**config.mk**
```make
export PLATFORM = sky130hd
export DESIGN_NAME = software_timer_pool_unit_flat
export DESIGN_NICKNAME = d
export VERILOG_FILES = /design/src/rtl/stp_pkg.sv /design/src/rtl/stp_ifaces.sv /design/src/rtl/stp_store.sv /design/src/rtl/stp_out.sv /design/src/rtl/stp_ctrl.sv /design/src/rtl/software_timer_pool_unit.sv /design/src/flat_wrapper.sv
export SDC_FILE = /design/constraint.sdc
export NUM_CORES = 1
export LEC_CHECK = 0
export BUFFER_PORTS_ARGS = -buffer_cell sky130_fd_sc_hd__buf_2
export CAP_MARGIN = 5
export CELL_PAD_IN_SITES_DETAIL_PLACEMENT = 2
export CELL_PAD_IN_SITES_GLOBAL_PLACEMENT = 2
export CORE_MARGIN = 2
export CORE_UTILIZATION = 51
export DETAILED_ROUTE_END_ITERATION = 6
export PLACE_DENSITY = 0.88
export SYNTH_ARGS = -nofsm -noshare
export SYNTH_HDL_FRONTEND = slang
export SYNTH_HIERARCHICAL = 1
export SYNTH_SLANG_ARGS = --single-unit
```
**constraint.sdc**
```tcl
create_clock -name clock -period 8.9 [get_ports clock]
set_input_delay 0 -clock clock [delete_from_list [all_inputs] [get_ports clock]]
set_output_delay 0 -clock clock [all_outputs]
set_load 0.01 [all_outputs]
```
**src/rtl/stp_pkg.sv**
```systemverilog
`default_nettype none
package stp_pkg;

   localparam int SLOTS      = 8;
   localparam int COUNT_BITS = 16;
   localparam int TAG_BITS   = 16;
   localparam int IDX_BITS   = (SLOTS > 1) ? $clog2(SLOTS) : 1;
   localparam int CNT_W      = $clog2(SLOTS + 1);

   localparam logic [CNT_W-1:0]      CNT_FULL = CNT_W'(SLOTS);
   localparam logic [CNT_W-1:0]      CNT_ONE  = CNT_W'(1);
   localparam logic [IDX_BITS-1:0]   IDX_ONE  = IDX_BITS'(1);
   localparam logic [COUNT_BITS-1:0] TICK_ONE = COUNT_BITS'(1);

   localparam logic [1:0] MODE_TICK   = 2'd0;
   localparam logic [1:0] MODE_START  = 2'd1;
   localparam logic [1:0] MODE_CANCEL = 2'd2;

   typedef struct packed {
      logic [COUNT_BITS-1:0] ticks;
      logic [TAG_BITS-1:0]   tag;
   } entry_type;

   typedef struct packed {
      logic                rd_en;
      logic [IDX_BITS-1:0] rd_addr;
      logic                wr_en;
      logic [IDX_BITS-1:0] wr_addr;
      entry_type           wr_data;
   } mem_req_type;

   typedef struct packed {
      logic                expired;
      logic [TAG_BITS-1:0] expired_tag;
      logic                pool_full;
      logic                cancel_found;
   } rsp_word_type;

   // widen or trim a 16-bit start count to the counter width
   function automatic logic [COUNT_BITS-1:0] to_count(input logic [15:0] v);
      logic [COUNT_BITS+15:0] w;
      w = {{COUNT_BITS{1'b0}}, v};
      return w[COUNT_BITS-1:0];
   endfunction

endpackage
`default_nettype wire

```
**src/rtl/stp_ifaces.sv**
```systemverilog
`default_nettype none
interface stp_req_if import stp_pkg::*; ();
   logic        valid;
   logic        ready;
   logic [1:0]  mode;
   logic [15:0] tick_count;
   logic [15:0] timer_tag;

   modport source (output valid, output mode, output tick_count, output timer_tag,
                   input ready);
   modport sink (input valid, input mode, input tick_count, input timer_tag,
                 output ready);
endinterface

interface stp_rsp_if import stp_pkg::*; ();
   logic                valid;
   logic                ready;
   logic                expired;
   logic [TAG_BITS-1:0] expired_tag;
   logic                pool_full;
   logic                cancel_found;

   modport source (output valid, output expired, output expired_tag,
                   output pool_full, output cancel_found, input ready);
   modport sink (input valid, input expired, input expired_tag,
                 input pool_full, input cancel_found, output ready);
endinterface
`default_nettype wire

```
**src/rtl/stp_store.sv**
```systemverilog
`default_nettype none
module stp_store import stp_pkg::*; (
   input  logic        clock,
   input  mem_req_type mreq,
   output entry_type   rd_data
);

   entry_type mem [SLOTS];
   entry_type rd_data_ff;

   // read and write never target the same entry in one cycle
   always_ff @(posedge clock) begin
      if (mreq.wr_en) begin
         mem[mreq.wr_addr] <= mreq.wr_data;
      end
      if (mreq.rd_en) begin
         rd_data_ff <= mem[mreq.rd_addr];
      end
   end

   assign rd_data = rd_data_ff;

endmodule
`default_nettype wire

```
**src/rtl/stp_out.sv**
```systemverilog
`default_nettype none
module stp_out import stp_pkg::*; (
   input  logic         clock,
   input  logic         reset,
   input  logic         push,
   input  rsp_word_type push_word,
   output logic         push_ready,
   stp_rsp_if.source    rsp_chan
);

   logic         valid_ff;
   logic         valid_in;
   rsp_word_type word_ff;

   assign push_ready = !valid_ff || rsp_chan.ready;

   always_comb begin
      valid_in = valid_ff;
      if (push && push_ready) begin
         valid_in = 1'b1;
      end else if (rsp_chan.ready) begin
         valid_in = 1'b0;
      end
   end

   always_ff @(posedge clock) begin
      if (reset) begin
         valid_ff <= 1'b0;
      end else begin
         valid_ff <= valid_in;
      end
      if (push && push_ready) begin
         word_ff <= push_word;
      end
   end

   assign rsp_chan.valid        = valid_ff;
   assign rsp_chan.expired      = word_ff.expired;
   assign rsp_chan.expired_tag  = word_ff.expired_tag;
   assign rsp_chan.pool_full    = word_ff.pool_full;
   assign rsp_chan.cancel_found = word_ff.cancel_found;

endmodule
`default_nettype wire

```
**src/rtl/stp_ctrl.sv**
```systemverilog
`default_nettype none
module stp_ctrl import stp_pkg::*; (
   input  logic         clock,
   input  logic         reset,
   stp_req_if.sink      req_chan,
   output mem_req_type  mreq,
   input  entry_type    rd_data,
   output logic         push,
   output rsp_word_type push_word,
   input  logic         push_ready
);

   typedef enum logic [1:0] {S_IDLE, S_SCAN, S_SHIFT, S_DONE} state_type;

   state_type           state_ff, state_in;
   logic [CNT_W-1:0]    count_ff, count_in;
   logic [1:0]          mode_ff, mode_in;
   logic [TAG_BITS-1:0] tag_ff, tag_in;
   logic [CNT_W-1:0]    rd_ptr_ff, rd_ptr_in;
   logic [IDX_BITS-1:0] chk_ptr_ff, chk_ptr_in;
   logic                pend_ff, pend_in;
   rsp_word_type        word_ff, word_in;
   logic                issue;
   logic [COUNT_BITS-1:0] dec;

   assign req_chan.ready = (state_ff == S_IDLE);
   assign push           = (state_ff == S_DONE);
   assign push_word      = word_ff;
   assign issue          = (rd_ptr_ff < count_ff);
   assign dec            = rd_data.ticks - TICK_ONE;

   always_comb begin
      state_in   = state_ff;
      count_in   = count_ff;
      mode_in    = mode_ff;
      tag_in     = tag_ff;
      rd_ptr_in  = rd_ptr_ff;
      chk_ptr_in = chk_ptr_ff;
      pend_in    = 1'b0;
      word_in    = word_ff;
      mreq       = '0;
      unique case (state_ff)
         S_IDLE: begin
            if (req_chan.valid) begin
               word_in   = '0;
               mode_in   = req_chan.mode;
               tag_in    = req_chan.timer_tag;
               rd_ptr_in = '0;
               state_in  = S_DONE;
               if (req_chan.mode == MODE_TICK || req_chan.mode == MODE_CANCEL) begin
                  state_in = S_SCAN;
               end else if (req_chan.mode == MODE_START) begin
                  if (count_ff == CNT_FULL) begin
                     word_in.pool_full = 1'b1;
                  end else begin
                     mreq.wr_en         = 1'b1;
                     mreq.wr_addr       = count_ff[IDX_BITS-1:0];
                     mreq.wr_data.ticks = to_count(req_chan.tick_count);
                     mreq.wr_data.tag   = req_chan.timer_tag;
                     count_in           = count_ff + CNT_ONE;
                  end
               end
            end
         end
         S_SCAN, S_SHIFT: begin
            // stream reads one entry per cycle; read data is registered and returns in the following cycle
            if (issue) begin
               mreq.rd_en   = 1'b1;
               mreq.rd_addr = rd_ptr_ff[IDX_BITS-1:0];
               rd_ptr_in    = rd_ptr_ff + CNT_ONE;
               chk_ptr_in   = rd_ptr_ff[IDX_BITS-1:0];
               pend_in      = 1'b1;
            end
            if (state_ff == S_SCAN) begin
               if (pend_ff) begin
                  if (mode_ff == MODE_TICK) begin
                     mreq.wr_en         = 1'b1;
                     mreq.wr_addr       = chk_ptr_ff;
                     mreq.wr_data.ticks = dec;
                     mreq.wr_data.tag   = rd_data.tag;
                     if (dec == '0) begin
                        word_in.expired     = 1'b1;
                        word_in.expired_tag = rd_data.tag;
                        state_in            = S_SHIFT;
                     end
                  end else if (rd_data.tag == tag_ff) begin
                     word_in.cancel_found = 1'b1;
                     state_in             = S_SHIFT;
                  end
               end else if (!issue) begin
                  state_in = S_DONE;
               end
            end else begin
               if (pend_ff) begin
                  mreq.wr_en   = 1'b1;
                  mreq.wr_addr = chk_ptr_ff - IDX_ONE;
                  mreq.wr_data = rd_data;
               end else if (!issue) begin
                  count_in = count_ff - CNT_ONE;
                  state_in = S_DONE;
               end
            end
         end
         S_DONE: begin
            if (push_ready) begin
               state_in = S_IDLE;
            end
         end
         default: begin
            state_in = S_IDLE;
         end
      endcase
   end

   always_ff @(posedge clock) begin
      if (reset) begin
         state_ff <= S_IDLE;
         count_ff <= '0;
         pend_ff  <= 1'b0;
      end else begin
         state_ff <= state_in;
         count_ff <= count_in;
         pend_ff  <= pend_in;
      end
      mode_ff    <= mode_in;
      tag_ff     <= tag_in;
      rd_ptr_ff  <= rd_ptr_in;
      chk_ptr_ff <= chk_ptr_in;
      word_ff    <= word_in;
   end

endmodule
`default_nettype wire

```
**src/rtl/software_timer_pool_unit.sv**
```systemverilog
// Start or unused mode go straight to the done state and then load the output register;
// tick and cancel first walk the pool through the single memory read port, one entry
// per cycle through scan and gap-closing shift.
// One word is handled at a time, with a return to idle after each; a new word is taken
// while a result waits. Reset (synchronous, active high) empties the pool and the
// output register; timer memory contents are not cleared.
`default_nettype none
module software_timer_pool_unit import stp_pkg::*; (
   input  logic      clock,
   input  logic      reset,
   stp_req_if.sink   req_chan,
   stp_rsp_if.source rsp_chan
);

   mem_req_type  mreq;
   entry_type    rd_data;
   logic         push;
   logic         push_ready;
   rsp_word_type push_word;

   // sequencer: scan, modify and write back, then close the gap on a removal
   stp_ctrl u_ctrl (
      .clock      (clock),
      .reset      (reset),
      .req_chan   (req_chan),
      .mreq       (mreq),
      .rd_data    (rd_data),
      .push       (push),
      .push_word  (push_word),
      .push_ready (push_ready)
   );

   // timer store: ticks and tag per slot, oldest timer at slot zero
   stp_store u_store (
      .clock   (clock),
      .mreq    (mreq),
      .rd_data (rd_data)
   );

   // hold the finished word so the sequencer can take the next one
   stp_out u_out (
      .clock      (clock),
      .reset      (reset),
      .push       (push),
      .push_word  (push_word),
      .push_ready (push_ready),
      .rsp_chan   (rsp_chan)
   );

   // a write never lands on the entry being read in the same cycle
   a_no_rw_clash: assert property (@(posedge clock) disable iff (reset)
      !(mreq.wr_en && mreq.rd_en && (mreq.wr_addr == mreq.rd_addr)))
      else $error("memory read and write hit the same entry");

   // at most one outcome flag per result word
   a_one_flag: assert property (@(posedge clock) disable iff (reset)
      push |-> ($countones({push_word.expired, push_word.pool_full,
                            push_word.cancel_found}) <= 1))
      else $error("result word carries more than one outcome");

   // expired tag is zero unless a timer expired
   a_tag_zero: assert property (@(posedge clock) disable iff (reset)
      (push && !push_word.expired) |-> (push_word.expired_tag == '0))
      else $error("expired tag set without expiry");

   // sequencer is busy in the cycle after taking a word
   a_busy_after_accept: assert property (@(posedge clock) disable iff (reset)
      (req_chan.valid && req_chan.ready) |=> !req_chan.ready)
      else $error("sequencer ready right after accepting a word");

endmodule
`default_nettype wire
```
**src/flat_wrapper.sv**
```systemverilog
// flat-port wrapper written by rule: the top's interface ports become plain ports
module software_timer_pool_unit_flat import stp_pkg::*;
  (clock, reset, req_chan_valid, req_chan_mode, req_chan_tick_count, req_chan_timer_tag, req_chan_ready, rsp_chan_valid, rsp_chan_expired, rsp_chan_expired_tag, rsp_chan_pool_full, rsp_chan_cancel_found, rsp_chan_ready);
  stp_req_if req_chan_i ();
  stp_rsp_if rsp_chan_i ();
  input  logic clock;
  input  logic reset;
  input wire logic [$bits(req_chan_i.valid)-1:0] req_chan_valid;
  input wire logic [$bits(req_chan_i.mode)-1:0] req_chan_mode;
  input wire logic [$bits(req_chan_i.tick_count)-1:0] req_chan_tick_count;
  input wire logic [$bits(req_chan_i.timer_tag)-1:0] req_chan_timer_tag;
  output wire logic [$bits(req_chan_i.ready)-1:0] req_chan_ready;
  output wire logic [$bits(rsp_chan_i.valid)-1:0] rsp_chan_valid;
  output wire logic [$bits(rsp_chan_i.expired)-1:0] rsp_chan_expired;
  output wire logic [$bits(rsp_chan_i.expired_tag)-1:0] rsp_chan_expired_tag;
  output wire logic [$bits(rsp_chan_i.pool_full)-1:0] rsp_chan_pool_full;
  output wire logic [$bits(rsp_chan_i.cancel_found)-1:0] rsp_chan_cancel_found;
  input wire logic [$bits(rsp_chan_i.ready)-1:0] rsp_chan_ready;
  assign req_chan_i.valid = req_chan_valid;
  assign req_chan_i.mode = req_chan_mode;
  assign req_chan_i.tick_count = req_chan_tick_count;
  assign req_chan_i.timer_tag = req_chan_timer_tag;
  assign req_chan_ready = req_chan_i.ready;
  assign rsp_chan_valid = rsp_chan_i.valid;
  assign rsp_chan_expired = rsp_chan_i.expired;
  assign rsp_chan_expired_tag = rsp_chan_i.expired_tag;
  assign rsp_chan_pool_full = rsp_chan_i.pool_full;
  assign rsp_chan_cancel_found = rsp_chan_i.cancel_found;
  assign rsp_chan_i.ready = rsp_chan_ready;
  software_timer_pool_unit u_core (.clock(clock), .reset(reset), .req_chan(req_chan_i), .rsp_chan(rsp_chan_i));
endmodule
```
==> flow_summary.json <==
{
  "ctsHtreeMaxLevel": 2,
  "ir_worst_vdd_uv": 217,
  "finalHoldViolations": 0,
  "track_usage_pct": 32.7,
  "cp-start-kind": "register",
  "grt_pass1_vias": 9323,
  "grt_first_pass_wirelength_um": 70800,
  "final_common_cell": "edfxtp_1",
  "tightestPinTransition_ns": 1.34,
  "routabilityCongestion": 0.761,
  "clockBufferDepth": 3,
  "crit_fanout": 42,
  "leakagePower_nw": 5.64,
  "ys_ff_latch": 359,
  "worstHoldPathType": "in -> reg",
  "synth_cells": 816,
  "period_needed_ns": 4.87,
  "fp.dieW_um": 175,
  "drt_wl_total_um": 49200,
  "postCtsSetupRepairBufs": 0,
  "root_buffer": "clkbuf_16",
  "antenna_found_initial": 2,
  "crit_type": "reg -> reg",
  "drtIter0Drc": 954,
  "fin_area_sq_um": 17000,
  "synth_area_per_cell_sq_um": 18.3,
  "drive_gt1_share_pct": 21.7,
  "drtPass1Iterations": 5,
  "tritoncts": "built",
  "vias_per_cell": 6.68,
  "slew_viol_final": 0,
  "relSlewSlack_pct": 10.6,
  "nFillCells": 2359,
  "dp_hpwl_um": 28300,
  "synth_fp_nets": 870,
  "crit_required_ns": 9.01,
  "port_buffers": 58,
  "cap_violations": 0,
  "die_h_um": 175,
  "area_growth_pct": 14.2,
  "rows": 62,
  "max_freq_mhz": 205,
  "end_kind": "register",
  "yosysTopAreaCell": "edfxtp_1",
  "cts_made_buffers": 38,
  "ys.flop_type": "edfxtp_1",
  "worstSkewPairLatency_ns": 0.52,
  "synth_edf_count": 351,
  "synth_cell_types": 58,
  "ant_nets": 0,
  "nNetsFinal": 959,
  "num_vias": 8795,
  "die_area_sq_um": 30600,
  "start_util_pct": 51.8,
  "crit_arrival_ns": 4.99,
  "ys_top_cells_by_area": "edfxtp_1 71%, mux4_1 7.0%, mux4_2 3.6%",
  "cts_sinks": 359,
  "wire_per_inst_um": 37.4,
  "p_per_area_nw_per_um2": 329,
  "tns_ns": 0,
  "instances_no_fill": 1316,
  "overflow": 0,
  "antenna_cells": 0,
  "placed_cells": 1225,
  "placedInstanceArea_sq_um": 15600,
  "min_period_over_period_pct": 54.7,
  "async_flop_share_pct": 0,
  "yosysWarnings": 6,
  "synth_top_area_share_pct": 70.7,
  "grt_start_max_net_pins": 65,
  "setup_violations": 0,
  "io_pins": 59,
  "yosysSeqAreaShare_pct": 71.8,
  "drc": 0,
  "outcome": "finished, final reports clean",
  "final_cell_mix": "351 x edfxtp_1, 59 x buf_2, 55 x nor2_1",
  "core_area_sq_um": 28800,
  "clkTransAtPathRegs_ns": 0.07,
  "rsz0062_at_grt": "false",
  "fin_skew_ns": 0.0195,
  "syn_area_sq_um": 14900
}
[cell usage after synthesis, types with 3 or more instances]
cell type / n
a21o_1: 3
buf_6: 8
o21ai_0: 18
dfxtp_1: 8
edfxtp_1: 351
nor2b_1: 3
a22oi_1: 19
nand2_1: 21
a32oi_1: 3
nor3_1: 15
nand4_1: 6
mux4_2: 24
clkbuf_1: 24
a211oi_1: 3
ha_1: 15
mux4_1: 40
mux2_2: 32
nor2_1: 61
or4_1: 3
a222oi_1: 6
buf_1: 5
and3_1: 3
xor2_1: 3
xnor2_1: 26
nand3_1: 5
a21oi_1: 19
a221oi_1: 5
nor4_1: 3
and2_1: 22
inv_1: 14
buf_2: 6
nand2b_1: 10
[state kept, by name, summed over array words and instances (netlist names), 2 cells and up]
register,cells
u_core/u_ctrl/mode_ff,2
u_core/u_store/rd_data,32
u_core/u_out/rsp_chan.expired_tag,16
u_core/u_ctrl/push_word,19
u_core/u_ctrl/tag_ff,16
u_core/u_store/mem,256
u_core/u_ctrl/count_ff,4
u_core/u_ctrl/chk_ptr_ff,3
u_core/u_ctrl/state_ff,2
u_core/u_ctrl/rd_ptr_ff,4
[layout make-up]
class | instances | area, sq um | area share (%)
clock inverters | 17 | 101 | 0.596
inverters | 14 | 52.6 | 0.309
clock buffers | 50 | 1070 | 6.29
flip-flops and latches | 359 | 10700 | 62.9
well taps | 384 | 480 | 2.82
repair buffers | 93 | 628 | 3.69
multi-input cells | 399 | 3990 | 23.4
[power by group]
group | total (W) | leakage, nW | internal (W) | switching, W
Sequential | 0.00250 | 3.33 | 0.00225 | 0.000248
Combinational | 0.00155 | 1.74 | 0.000590 | 0.000959
Clock | 0.00156 | 0.575 | 0.000874 | 0.000682
[layer usage]
layer / wire length, um / track usage, %
met5: 12 / 0
met4: 2540 / 15.2
met3: 3340 / 4.87
met2: 24700 / 55.9
met1: 18700 / 41.6
[critical path, stage by stage (launching register included)]
cell	delay [ns]
dfxtp_1	0.46
inv_1	0.14
ha_1	0.30
buf_4	0.36
nand2_1	0.24
nor2_1	0.94
nand2_1	0.18
nor2_1	0.20
a221oi_1	0.08
nor2_1	0.16
nand2_1	0.27
nor2_4	1.09
[through the flow]
step	worst slack [ns]	hold WS (ns)	total power [W]	util, %
floorplan	3.89	0.0624	0.00340	-
global placement	4.62	0.200	0.00376	54.2
detailed placement	4.35	0.195	0.00398	54.2
CTS	4.22	0.122	0.00556	59.0
global route	3.88	0.175	0.00576	59.1
finish	4.03	0.153	0.00560	59.1
[kinds of logic after synthesis]
| logic type | count (synthesis) | share of synthesized area (%) |
|---|---|---|
| xor gates and xnor gates | 29 | 1.70 |
| buffers and inverters | 58 | 1.94 |
| DFF | 359 | 71.8 |
| and+or+nand+nor | 167 | 5.75 |
| muxes | 98 | 13.2 |
| adders and majority gates | 16 | 1.39 |
| AOI/OAI and AO/OA | 89 | 4.21 |
[worst paths after layout]
path / start / end / slack, ns / depth (start not counted)
worst max-delay path: u_core/u_ctrl/state_ff[1]$_SDFFE_PP0P_ / u_core/u_store/mem[7][14]$_DFFE_PP_ / 4.03 / 11
worst min-delay path: req_chan_valid / u_core/u_ctrl/rd_ptr_ff[0]$_SDFFCE_PP0P_ / 0.15 / 3
worst max register to register: u_core/u_ctrl/state_ff[1]$_SDFFE_PP0P_ / u_core/u_store/mem[7][14]$_DFFE_PP_ / 4.03 / 11
worst min register to register: u_core/u_ctrl/push_word[3]$_DFFE_PP_ / u_core/u_out/rsp_chan.expired_tag[1]$_DFFE_PP_ / 0.42 / 0
[what timing repair did]
item	in CTS	in global routing
endpoints found under the hold margin	27	0
resized for setup	0	0
hold buffers	21	0
Power figures use the tool's default switching activity.
